### src/hw/rtl/hsvrgb_pkg.sv
// hsvrgb_pkg: transaction types and fixed constants of the HSV to RGB converter.
// Used by hsvrgb_round and hsv_to_rgb_converter_core; depends on nothing.
`timescale 1ns / 1ps

package hsvrgb_pkg;

   // Width of each output colour channel.
   localparam int CHANNEL_BITS = 8;

   localparam int DEG_PER_SECTOR = 60;
   localparam int HUE_RANGE      = 360;
   localparam int FRAC_FULL      = 255;

   // Per-channel term T, where the channel numerator is V * T over DENOM.
   localparam int T_W    = 14;
   localparam int T_FULL = DEG_PER_SECTOR * FRAC_FULL;

   // Channel numerator and its denominator 255 * 255 * 60.
   localparam int NUM_W  = 22;
   localparam int DENOM  = FRAC_FULL * FRAC_FULL * DEG_PER_SECTOR;
   localparam int DENOM2 = 2 * DENOM;

   // Rounding dividend 2*N*Q + DENOM stays below DENOM2 * 2^CHANNEL_BITS.
   localparam int ACC_W = 23 + CHANNEL_BITS;

   // Rounded-up reciprocal of DENOM2; the product with any ACC_W-bit dividend,
   // shifted down by RECIP_SHIFT, gives the exact floor quotient.
   localparam int              DENOM2_W    = $clog2(DENOM2);
   localparam int              RECIP_SHIFT = ACC_W + DENOM2_W;
   localparam int              RECIP_W     = ACC_W + 1;
   localparam longint unsigned RECIP       =
      ((64'd1 << RECIP_SHIFT) + 64'(DENOM2) - 64'd1) / 64'(DENOM2);

   typedef struct packed {
      logic [8:0] hue;
      logic [7:0] saturation;
      logic [7:0] brightness;
   } req_type;

   typedef struct packed {
      logic [CHANNEL_BITS-1:0] red;
      logic [CHANNEL_BITS-1:0] green;
      logic [CHANNEL_BITS-1:0] blue;
   } rsp_type;

endpackage

### src/hw/rtl/hsvrgb_round.sv
// hsvrgb_round: one-stage rounding scale of a channel by reciprocal multiplication.
// Depends on hsvrgb_pkg for the channel width, dividend width and reciprocal.
`timescale 1ns / 1ps

module hsvrgb_round (
   input  logic                                 clock,
   input  logic                                 load,
   input  logic [hsvrgb_pkg::ACC_W-1:0]         acc,
   output logic [hsvrgb_pkg::CHANNEL_BITS-1:0]  level
);

   localparam int CB     = hsvrgb_pkg::CHANNEL_BITS;
   localparam int ACC_W  = hsvrgb_pkg::ACC_W;
   localparam int RCP_W  = hsvrgb_pkg::RECIP_W;
   localparam int PROD_W = ACC_W + RCP_W;
   localparam logic [RCP_W-1:0] RECIP = RCP_W'(hsvrgb_pkg::RECIP);

   logic [PROD_W-1:0] prod;
   logic [CB-1:0]     level_ff;

   // Floor of acc / DENOM2: multiply by the reciprocal, keep the bits above the shift.
   assign prod = PROD_W'(acc) * PROD_W'(RECIP);

   always_ff @(posedge clock) begin
      if (load) begin
         level_ff <= prod[hsvrgb_pkg::RECIP_SHIFT +: CB];
      end
   end

   assign level = level_ff;

endmodule

### src/hw/rtl/hsv_to_rgb_converter_core.sv
// hsv_to_rgb_converter_core: top level of the HSV to RGB colour converter.
// Depends on hsvrgb_pkg and instantiates hsvrgb_round once per channel.
`timescale 1ns / 1ps

// The converter takes one HSV transaction per clock while not stalled and
// returns one RGB transaction for each, in order. Four front stages
// split the hue into sector and offset, build the per-channel term, multiply
// by brightness and form the rounding dividend, then a fifth stage scales
// each channel by multiplying with the reciprocal of the rounding divisor.
// Every stage carries its own valid bit and loads whenever the stage after
// it can take its contents, so a stalled result holds only the stages
// behind it that are full and new transactions keep filling any bubbles.
// Hues of 360 to 511 wrap round the colour circle by 360; channel values
// halfway between two codes round up.

module hsv_to_rgb_converter_core (
   input  logic                clock,
   input  logic                reset,
   input  logic                req_valid,
   output logic                req_stall,
   input  hsvrgb_pkg::req_type req_payload,
   output logic                rsp_valid,
   input  logic                rsp_stall,
   output hsvrgb_pkg::rsp_type rsp_payload
);

   localparam int CB    = hsvrgb_pkg::CHANNEL_BITS;
   localparam int T_W   = hsvrgb_pkg::T_W;
   localparam int NUM_W = hsvrgb_pkg::NUM_W;
   localparam int ACC_W = hsvrgb_pkg::ACC_W;
   localparam int FRONT = 4;
   localparam int NST   = FRONT + 1;

   localparam int CH_RED   = 0;
   localparam int CH_GREEN = 1;
   localparam int CH_BLUE  = 2;

   localparam logic [8:0]     SPAN      = 9'(hsvrgb_pkg::DEG_PER_SECTOR);
   localparam logic [8:0]     HUE_WRAP  = 9'(hsvrgb_pkg::HUE_RANGE);
   localparam logic [5:0]     SPAN_OFF  = 6'(hsvrgb_pkg::DEG_PER_SECTOR);
   localparam logic [T_W-1:0] T_FULL    = T_W'(hsvrgb_pkg::T_FULL);
   localparam logic [T_W-1:0] SPAN_T    = T_W'(hsvrgb_pkg::DEG_PER_SECTOR);
   localparam logic [ACC_W-1:0] DENOM_A = ACC_W'(hsvrgb_pkg::DENOM);

   // Sectors of the colour circle, named by the hues at their ends.
   typedef enum logic [2:0] {
      SECTOR_RED_YELLOW    = 3'd0,
      SECTOR_YELLOW_GREEN  = 3'd1,
      SECTOR_GREEN_CYAN    = 3'd2,
      SECTOR_CYAN_BLUE     = 3'd3,
      SECTOR_BLUE_MAGENTA  = 3'd4,
      SECTOR_MAGENTA_RED   = 3'd5
   } sector_type;

   // Pipeline control: one valid bit per stage, advance when the stage is
   // empty or the next one moves.
   logic [NST-1:0] valid_ff;
   logic [NST-1:0] valid_in;
   logic [NST-1:0] adv;

   always_comb begin
      adv[NST-1] = !valid_ff[NST-1] || !rsp_stall;
      for (int k = NST - 2; k >= 0; k--) begin
         adv[k] = !valid_ff[k] || adv[k+1];
      end
      valid_in[0] = adv[0] ? req_valid : valid_ff[0];
      for (int k = 1; k < NST; k++) begin
         valid_in[k] = adv[k] ? valid_ff[k-1] : valid_ff[k];
      end
   end

   always_ff @(posedge clock) begin
      if (reset) begin
         valid_ff <= '0;
      end else begin
         valid_ff <= valid_in;
      end
   end

   assign req_stall = !adv[0];
   assign rsp_valid = valid_ff[NST-1];

   // Stage 1: wrap the hue, split it into sector and offset in the sector.
   sector_type sector_in;
   sector_type sector_ff;
   logic [8:0] hue_wrap;
   logic [8:0] base;
   logic [8:0] off_wide;
   logic [5:0] off_ff;
   logic [7:0] sat1_ff;
   logic [7:0] val1_ff;

   always_comb begin
      hue_wrap = (req_payload.hue >= HUE_WRAP) ? req_payload.hue - HUE_WRAP
                                               : req_payload.hue;
      if (hue_wrap < SPAN) begin
         sector_in = SECTOR_RED_YELLOW;
         base      = '0;
      end else if (hue_wrap < 9'(2 * SPAN)) begin
         sector_in = SECTOR_YELLOW_GREEN;
         base      = SPAN;
      end else if (hue_wrap < 9'(3 * SPAN)) begin
         sector_in = SECTOR_GREEN_CYAN;
         base      = 9'(2 * SPAN);
      end else if (hue_wrap < 9'(4 * SPAN)) begin
         sector_in = SECTOR_CYAN_BLUE;
         base      = 9'(3 * SPAN);
      end else if (hue_wrap < 9'(5 * SPAN)) begin
         sector_in = SECTOR_BLUE_MAGENTA;
         base      = 9'(4 * SPAN);
      end else begin
         sector_in = SECTOR_MAGENTA_RED;
         base      = 9'(5 * SPAN);
      end
      off_wide = hue_wrap - base;
   end

   always_ff @(posedge clock) begin
      if (adv[0]) begin
         sector_ff <= sector_in;
         off_ff    <= off_wide[5:0];
         sat1_ff   <= req_payload.saturation;
         val1_ff   <= req_payload.brightness;
      end
   end

   // Stage 2: per-channel term T. Chroma takes T_FULL, the zero component
   // takes T_FULL - 60*S, and the second component adds S times its slope.
   logic             odd;
   logic [5:0]       slope;
   logic [T_W-1:0]   sat_x;
   logic [T_W-1:0]   sat_span;
   logic [T_W-1:0]   t_zero;
   logic [T_W-1:0]   t_x;
   logic [T_W-1:0]   t_in  [3];
   logic [T_W-1:0]   t_ff  [3];
   logic [7:0]       val2_ff;

   always_comb begin
      odd      = (sector_ff == SECTOR_YELLOW_GREEN) || (sector_ff == SECTOR_CYAN_BLUE)
                 || (sector_ff == SECTOR_MAGENTA_RED);
      slope    = odd ? SPAN_OFF - off_ff : off_ff;
      sat_x    = T_W'(sat1_ff) * T_W'(slope);
      sat_span = T_W'(sat1_ff) * SPAN_T;
      t_zero   = T_FULL - sat_span;
      t_x      = t_zero + sat_x;
      case (sector_ff)
         SECTOR_RED_YELLOW: begin
            t_in[CH_RED] = T_FULL; t_in[CH_GREEN] = t_x;    t_in[CH_BLUE] = t_zero;
         end
         SECTOR_YELLOW_GREEN: begin
            t_in[CH_RED] = t_x;    t_in[CH_GREEN] = T_FULL; t_in[CH_BLUE] = t_zero;
         end
         SECTOR_GREEN_CYAN: begin
            t_in[CH_RED] = t_zero; t_in[CH_GREEN] = T_FULL; t_in[CH_BLUE] = t_x;
         end
         SECTOR_CYAN_BLUE: begin
            t_in[CH_RED] = t_zero; t_in[CH_GREEN] = t_x;    t_in[CH_BLUE] = T_FULL;
         end
         SECTOR_BLUE_MAGENTA: begin
            t_in[CH_RED] = t_x;    t_in[CH_GREEN] = t_zero; t_in[CH_BLUE] = T_FULL;
         end
         default: begin
            t_in[CH_RED] = T_FULL; t_in[CH_GREEN] = t_zero; t_in[CH_BLUE] = t_x;
         end
      endcase
   end

   always_ff @(posedge clock) begin
      if (adv[1]) begin
         t_ff    <= t_in;
         val2_ff <= val1_ff;
      end
   end

   // Stage 3: channel numerator N = V * T.
   logic [NUM_W-1:0] n_ff [3];

   always_ff @(posedge clock) begin
      if (adv[2]) begin
         for (int c = 0; c < 3; c++) begin
            n_ff[c] <= NUM_W'(val2_ff) * NUM_W'(t_ff[c]);
         end
      end
   end

   // Stage 4: rounding dividend 2*N*Q + DENOM, with N*Q as a shift and subtract.
   logic [ACC_W-1:0] acc_ff [3];

   always_ff @(posedge clock) begin
      if (adv[3]) begin
         for (int c = 0; c < 3; c++) begin
            acc_ff[c] <= (((ACC_W'(n_ff[c]) << CB) - ACC_W'(n_ff[c])) << 1) + DENOM_A;
         end
      end
   end

   // Stage 5: divide by 2*DENOM through a multiply by its reciprocal.
   logic [CB-1:0] level [3];

   for (genvar c = 0; c < 3; c++) begin : g_chan
      hsvrgb_round u_round (
         .clock (clock),
         .load  (adv[FRONT]),
         .acc   (acc_ff[c]),
         .level (level[c])
      );
   end

   assign rsp_payload.red   = level[CH_RED];
   assign rsp_payload.green = level[CH_GREEN];
   assign rsp_payload.blue  = level[CH_BLUE];

   // Reset empties the whole pipeline.
   a_reset_empty: assert property (@(posedge clock) reset |=> !rsp_valid)
      else $error("result valid after reset");

   // Input is held back only when the first stage is occupied.
   a_stall_full: assert property (@(posedge clock) disable iff (reset)
      req_stall |-> valid_ff[0])
      else $error("input stalled with an empty first stage");

   // The sector split leaves an offset below one sector.
   a_offset_range: assert property (@(posedge clock) disable iff (reset)
      valid_ff[0] |-> (off_ff < SPAN_OFF))
      else $error("hue offset outside its sector");

   // At least one channel carries the chroma term in every sector.
   a_chroma_routed: assert property (@(posedge clock) disable iff (reset)
      valid_ff[1] |-> (t_ff[CH_RED] == T_FULL || t_ff[CH_GREEN] == T_FULL
                       || t_ff[CH_BLUE] == T_FULL))
      else $error("no channel carries chroma");

endmodule
### config.mk
export PLATFORM = sky130hd
export DESIGN_NAME = hsv_to_rgb_converter_core
export DESIGN_NICKNAME = d
export VERILOG_FILES = /design/src/hw/rtl/hsvrgb_pkg.sv /design/src/hw/rtl/hsvrgb_round.sv /design/src/hw/rtl/hsv_to_rgb_converter_core.sv
export SDC_FILE = /design/constraint.sdc
export NUM_CORES = 2
export LEC_CHECK = 0
export BUFFER_PORTS_ARGS = -buffer_cell sky130_fd_sc_hd__buf_4
export CORE_MARGIN = 2
export CORE_UTILIZATION = 60
export CTS_BUF_LIST = sky130_fd_sc_hd__clkbuf_4
export DETAILED_ROUTE_END_ITERATION = 7
export GPL_TIMING_DRIVEN = 0
export PLACE_DENSITY_LB_ADDON = 0.15
export SKIP_LAST_GASP = 1
export SYNTH_ARGS = -nofsm -noshare
export SYNTH_HDL_FRONTEND = slang
export SYNTH_SLANG_ARGS = --single-unit
### constraint.sdc
create_clock -name clock -period 17 [get_ports clock]
set_input_delay 4.25 -clock clock [delete_from_list [all_inputs] [get_ports clock]]
set_output_delay 4.25 -clock clock [all_outputs]
set_load 0.02 [all_outputs]
### Yosys cells after proc, flatten, opt, wreduce, memory -nomap -nowiden

Memories as Yosys holds them, arrays and structs flattened.
Index checks and enable logic that the tools add are counted.

| storage, ports and cells | value |
|---|---|
| latch bits | 0 |
| memories kept | 2 |
| output and inout port bits | 26 |
| register bits | 104 |
| memory bits (read-only) | 0 |
| input bits | 29 |
| bits in writable memories | 159 |

Memories:

| name | depth | bits a word | rd ports | clocked after Yosys merged registers in | write ports | RTL line | text |
|---|---|---|---|---|---|---|---|
| acc_ff | 3 | 31 | 3 | 0 | 3 | hsv_to_rgb_converter_core.sv:188 | `logic [ACC_W-1:0] acc_ff [3];` |
| n_ff | 3 | 22 | 3 | 0 | 3 | hsv_to_rgb_converter_core.sv:177 | `logic [NUM_W-1:0] n_ff [3];` |

| cells by class | value |
|---|---|
| div/mod/pow operators | 0 |
| multiply operators | 8 |
| muxes and demuxes | 16 |
| bitwise operators | 0 |
| shift operators | 0 |
| equality and inequality tests | 5 |
| add/sub/neg operators | 11 |
| magnitude comparators | 6 |
| reductions and logical operators | 17 |

Operators with widths:

| kind | count |
|---|---|
| case mux 42 bit (5 select lines) | 1 |
| multiplier 31 x 32 -> 62 bit (second input constant) | 3 |
| adder 31 x 22 -> 31 bit (second input constant) | 3 |
| subtractor 30 x 22 -> 30 bit | 3 |
| multiplier 8 x 14 -> 22 bit | 3 |
| 2-to-1 mux 6 bit | 5 |
| < comparator 9 x 8 -> 1 bit (second input constant) | 2 |
| adder 14 bit | 1 |
| multiplier 8 x 6 -> 14 bit | 1 |
| subtractor 14 bit (first input constant) | 1 |
| multiplier 8 x 4 -> 12 bit (second input constant) | 1 |
| greater-or-equal comparator 9 bit (second input constant) | 1 |
| < comparator 9 x 6 -> 1 bit (second input constant) | 1 |
| < comparator 9 x 7 -> 1 bit (second input constant) | 1 |
| < comparator 9 bit (second input constant) | 1 |
| 2-to-1 mux 9 bit | 1 |
| subtractor 9 bit (second input constant) | 1 |
| logical NOT 1 bit | 7 |
| logical OR 1 bit | 7 |
| == test 3 x 2 -> 1 bit (second input constant) | 2 |
| == test 3 bit (second input constant) | 2 |
| 2-to-1 mux 1 bit | 6 |
| subtractor 6 bit | 1 |
| subtractor 6 bit (first input constant) | 1 |
| 6 further kinds | 7 |

### Depth between registers and ports, before layout

| depth | value |
|---|---|
| depth after elaboration | 9 |
| gate-level depth with buffers | 27 |

### Cells and area by module

Synthesis repeated with hierarchy kept, for this count alone.

| unflattened totals | value |
|---|---|
| cells, all modules | 7188 |
| area total of the unflattened synthesis | 71738.8 sq um |

Modules (own cells, without submodules):

| module | seq. area each (sq um) | cells an instance | area an instance (sq um) | instances |
|---|---|---|---|---|
| hsv_to_rgb_converter_core | 7036.7 | 2765 | 26436.6 | 1 |
| hsvrgb_round (g_chan[0].u_round) | 240.2 | 1491 | 15263.4 | 1 |
| hsvrgb_round (g_chan[2].u_round) | 240.2 | 1471 | 15051.9 | 1 |
| hsvrgb_round (g_chan[1].u_round) | 240.2 | 1461 | 14986.9 | 1 |

### Worst setup path before layout

No wires, ideal clock.

| path | value |
|---|---|
| path type | input to output |
| start | input rsp_stall |
| end | output req_stall |
| path slack | 6.936 ns |
| data arrival time | 5.814 ns |
| buffers on the path | 1 |
| stages on the path | 4 |
| path through | and3_1 > clkbuf_1 > nand4_1 > inv_1 |

| between the ends | value |
|---|---|
| cells in the longest elaborated chain, start to end | 7 |

Ends and longest elaborated chain:

| element | RTL line | text |
|---|---|---|
| from (decl) | hsv_to_rgb_converter_core.sv:23 | `input logic rsp_stall,` |
| logical NOT 1 bit | hsv_to_rgb_converter_core.sv:62 | `adv[NST-1] = !valid_ff[NST-1] \|\| !rsp_stall;` |
| logical OR 1 bit | hsv_to_rgb_converter_core.sv:62 |  |
| logical OR 1 bit (4 in a row) | hsv_to_rgb_converter_core.sv:64 | `adv[k] = !valid_ff[k] \|\| adv[k+1];` |
| logical NOT 1 bit | hsv_to_rgb_converter_core.sv:80 | `assign req_stall = !adv[0];` |
| to (decl) | hsv_to_rgb_converter_core.sv:20 | `output logic req_stall,` |

No other way between the ends.

### Final worst setup path

Ends and elaborated chain as after synthesis.

==> results.txt <==
- On the final layout, the worst clock skew is 87.9 ps.
* Number of buffers added by the clock tree synthesis step: 76
* Synthesized instance count: 6778
- A synthesized cell averages 10.2 sq um.
* Commonest cells after routing, fill and taps aside: sky130_fd_sc_hd__inv_1 (1794), sky130_fd_sc_hd__ha_1 (1276), sky130_fd_sc_hd__fa_1 (1252), sky130_fd_sc_hd__nand2_1 (316), sky130_fd_sc_hd__edfxtp_1 (255)
* Number of top-level design ports: 55
- The first detailed-routing pass took 5 iterations.
* Reg2Reg Setup Slack: between 8000 and 9000 ps
* Critical Path Fanout Max: 17
* Cell area after synthesis: 69100 sq um
- Setup repair after global routing left no endpoint under its margin.
- The library cell used most frequently in the layout, excluding fill and tap cells, is sky130_fd_sc_hd__inv_1.
- Of the cells placed in the final design, the portion with a size suffix greater than 1 is 0.0354.
- Reg-to-reg startpoint: acc_ff[0][10]
- Number of core rows: 124
* Hold-critical path depth: 0
* Initial DRC count: 2577
- Root buffer selected by CTS: sky130_fd_sc_hd__clkbuf_4
- Layout net count: 9471
- Yosys cell types: 97
* Via count: 46.8k
- Summing all multi-input logic gate instances after layout gives ~54000 sq um.
- Final weighted congestion in routability-driven placement: 0.995
- Level count of the clock H-tree: 3
- Min cycle time layout: 10260 ps
- Crit path top cell by count: sky130_fd_sc_hd__buf_4
- Syn Nets: around 9.3k
- Initial standard-cell utilization of the core: 0.605
* Overall die height: 343 um
- The worst setup path is captured at an output pin.
- Summed over all layers, the routed wires come to 164 mm.
* Logic depth of the worst register-to-register path: 25
* Clock-pin transition on the worst setup and hold timing paths: about 60 ps
- Antenna violations before repair: 2
- Placed cell count: 8348
- The sequential cells in the finished layout cover a total of between 7000 and 8000 sq um.
* Placeable core area: 114000 sq um
* Hold buffer count at cts: 0
- TritonCTS built the clock tree.
- The min-delay analysis places its worst path in the category reg2reg.
- Layout overhead on the synthesized area: 4.92%
- Clock tree synthesis found a total of 260 sinks.
- Largest net degree at the start of global routing: 70
* Final critical-path share of the clock period: 0.604
- Across every metal layer, demand over resource in global routing totals 0.290.
- Biggest cell delay along the critical path: 600 ps
- Source of the worst hold timing path: val1_ff[6]
- Number of routed nets with antenna violations: 0
- Relative slew margins: 0.299
- CTS-repair resized insts: 0
* Maxcap violations: 0
- The via count of the first global-routing pass was 49.9k.
- The synthesized design contains 260 register bits.
- Share of synthesized area occupied by flip-flops and latches: 0.112
- Hold-critical path endpoint: val2_ff[6]
- After filler insertion, the fill cell instance count of the layout stands at approximately 9.5k.
* Transition time at the pin with the least slew margin: 1040 ps
* Post-detailed-placement half-perimeter wirelength: 142 mm
- Dividing the detail-routed via count by the number of cells gives 5.51.
* Final Max Tran Viols: 0
- Final Instance Count excl. Fillers: 8488
- After clock tree synthesis, the setup repair step added 0 buffers.
- Overflow left after global routing: 0
- DIE WIDTH: roughly 340 um
- The critical path is of the in2out type.
* Critical-path top delay cell: sky130_fd_sc_hd__nand4_1
- In the routed design, unresolved DRC markers number 0.
* Die Area: 118000 sq um
- Arrival time of data at the critical path endpoint: 6010 ps
- YS warnings: 0
- CTS Buffer Depth: 3
- Post-DR wirelength/cell: 19.3 um
- Count of input and output buffers: between 50 and 60
- Most instantiated flip-flop cell in the synthesis netlist: sky130_fd_sc_hd__edfxtp_1
- Worst slack on hold paths: 419 ps
* Critical path launch point type: primary input
- Setup violations remaining at the end of the flow were counted as 0.
- Outcome: complete, no violations
- Yosys mapped a number of flops with a built-in enable equal to 255.
* Critical Path RT: 12750 ps
- Cell Chain, Critical Path: buf_4 -> and3_1 -> clkbuf_1 -> nand4_1 -> buf_8 -> inv_1 -> buf_4
- The worst register-to-register path ends at g_chan[0].u_round.level[0].
- Ys async rst share: 0
- The first global-routing pass estimated 265 mm of wire.
- Maximum achievable frequency: slightly below 100 MHz
- The number of hold violations in the final report was 0.
- Clock latency on the worst-skew pair, taken at its later pin, is 1020 ps.
* Setup TNS: 0 ps
## synthesized netlist by cell type, types with 33 or more instances
cell type                     n  area (sq um)
sky130_fd_sc_hd__a211oi_1    33           248
sky130_fd_sc_hd__a21o_1     148          1110
sky130_fd_sc_hd__a21oi_1    180           901
sky130_fd_sc_hd__and2_1     182          1140
sky130_fd_sc_hd__clkbuf_1    72           270
sky130_fd_sc_hd__edfxtp_1   255          7660
sky130_fd_sc_hd__fa_1      1252         25100
sky130_fd_sc_hd__ha_1      1276         16000
sky130_fd_sc_hd__inv_1     1795          6740
sky130_fd_sc_hd__nand2_1    318          1190
sky130_fd_sc_hd__nand3_1     73           365
sky130_fd_sc_hd__nand4_1     35           219
sky130_fd_sc_hd__nor2_1     186           698
sky130_fd_sc_hd__nor3_1      59           295
sky130_fd_sc_hd__o21ai_0    100           500
sky130_fd_sc_hd__xnor2_1    177          1550
sky130_fd_sc_hd__xor2_1     103           902
## worst max-delay path: cells and delay by family
kind          cells  cell delay, ps
buf+inv           5            1010
simple gates      2             740
## metrics by stage
stage               setup slack [ps]  area, sq um  utilization
finish                          6740        72500        0.634
global route                    6550        72500        0.634
CTS                             6680        72500        0.634
detailed placement              6700        71500        0.626
global placement                6430        71400        0.625
floorplan                       6940        69100            -
## cell type report
| cell class | count | area share |
|---|---|---|
| antenna | 8 | 0.000276 |
| buffer | 81 | 0.00449 |
| clock buffer | 96 | 0.00994 |
| clock inverter | 36 | 0.00359 |
| inverter | 1795 | 0.0929 |
| multi-input combinational | 4642 | 0.749 |
| sequential | 260 | 0.107 |
| tap | 1512 | 0.0261 |
| timing repair buffer | 58 | 0.00673 |
## kinds of logic after synthesis
kind of cell,after synthesis,synth area share
muxes,16,0.00233
adders and majority gates,2528,0.594
xor gates and xnor gates,282,0.0359
AOI/OAI and AO/OA,749,0.0749
buffers and inverters,1876,0.102
and+or+nand+nor,1067,0.0789
DFF,260,0.112
## state kept, by name, indices dropped and copies added, names as in the netlist
register              cells
acc_ff                   90
g_chan.u_round.level     24
sector_ff                 3
n_ff                     66
sat1_ff                   8
val1_ff                   8
off_ff                    6
val2_ff                   8
t_ff                     42
valid_ff                  5
## worst max path at each step
stage              start  slack [ps]         to
2_1_floorplan  rsp_stall        6940  req_stall
3_5_place_dp   rsp_stall        6700  req_stall
5_1_grt        rsp_stall        6550  req_stall
3_3_place_gp   rsp_stall        6430  req_stall
4_1_cts        rsp_stall        6680  req_stall
6_report       rsp_stall        6740  req_stall
## per-layer routing
layer | up-vias | wire length [um] | track usage
met4 | 0 | 5300 | 0.0852
li1 | 21966 | - | -
met2 | 1218 | 76400 | 0.474
met1 | 23305 | 72400 | 0.402
met3 | 299 | 9750 | 0.0457
met5 | - | 0 | 0
Power is not shown: default switching activity piles up to over one toggle a cycle in this logic, so the estimate is an artifact.
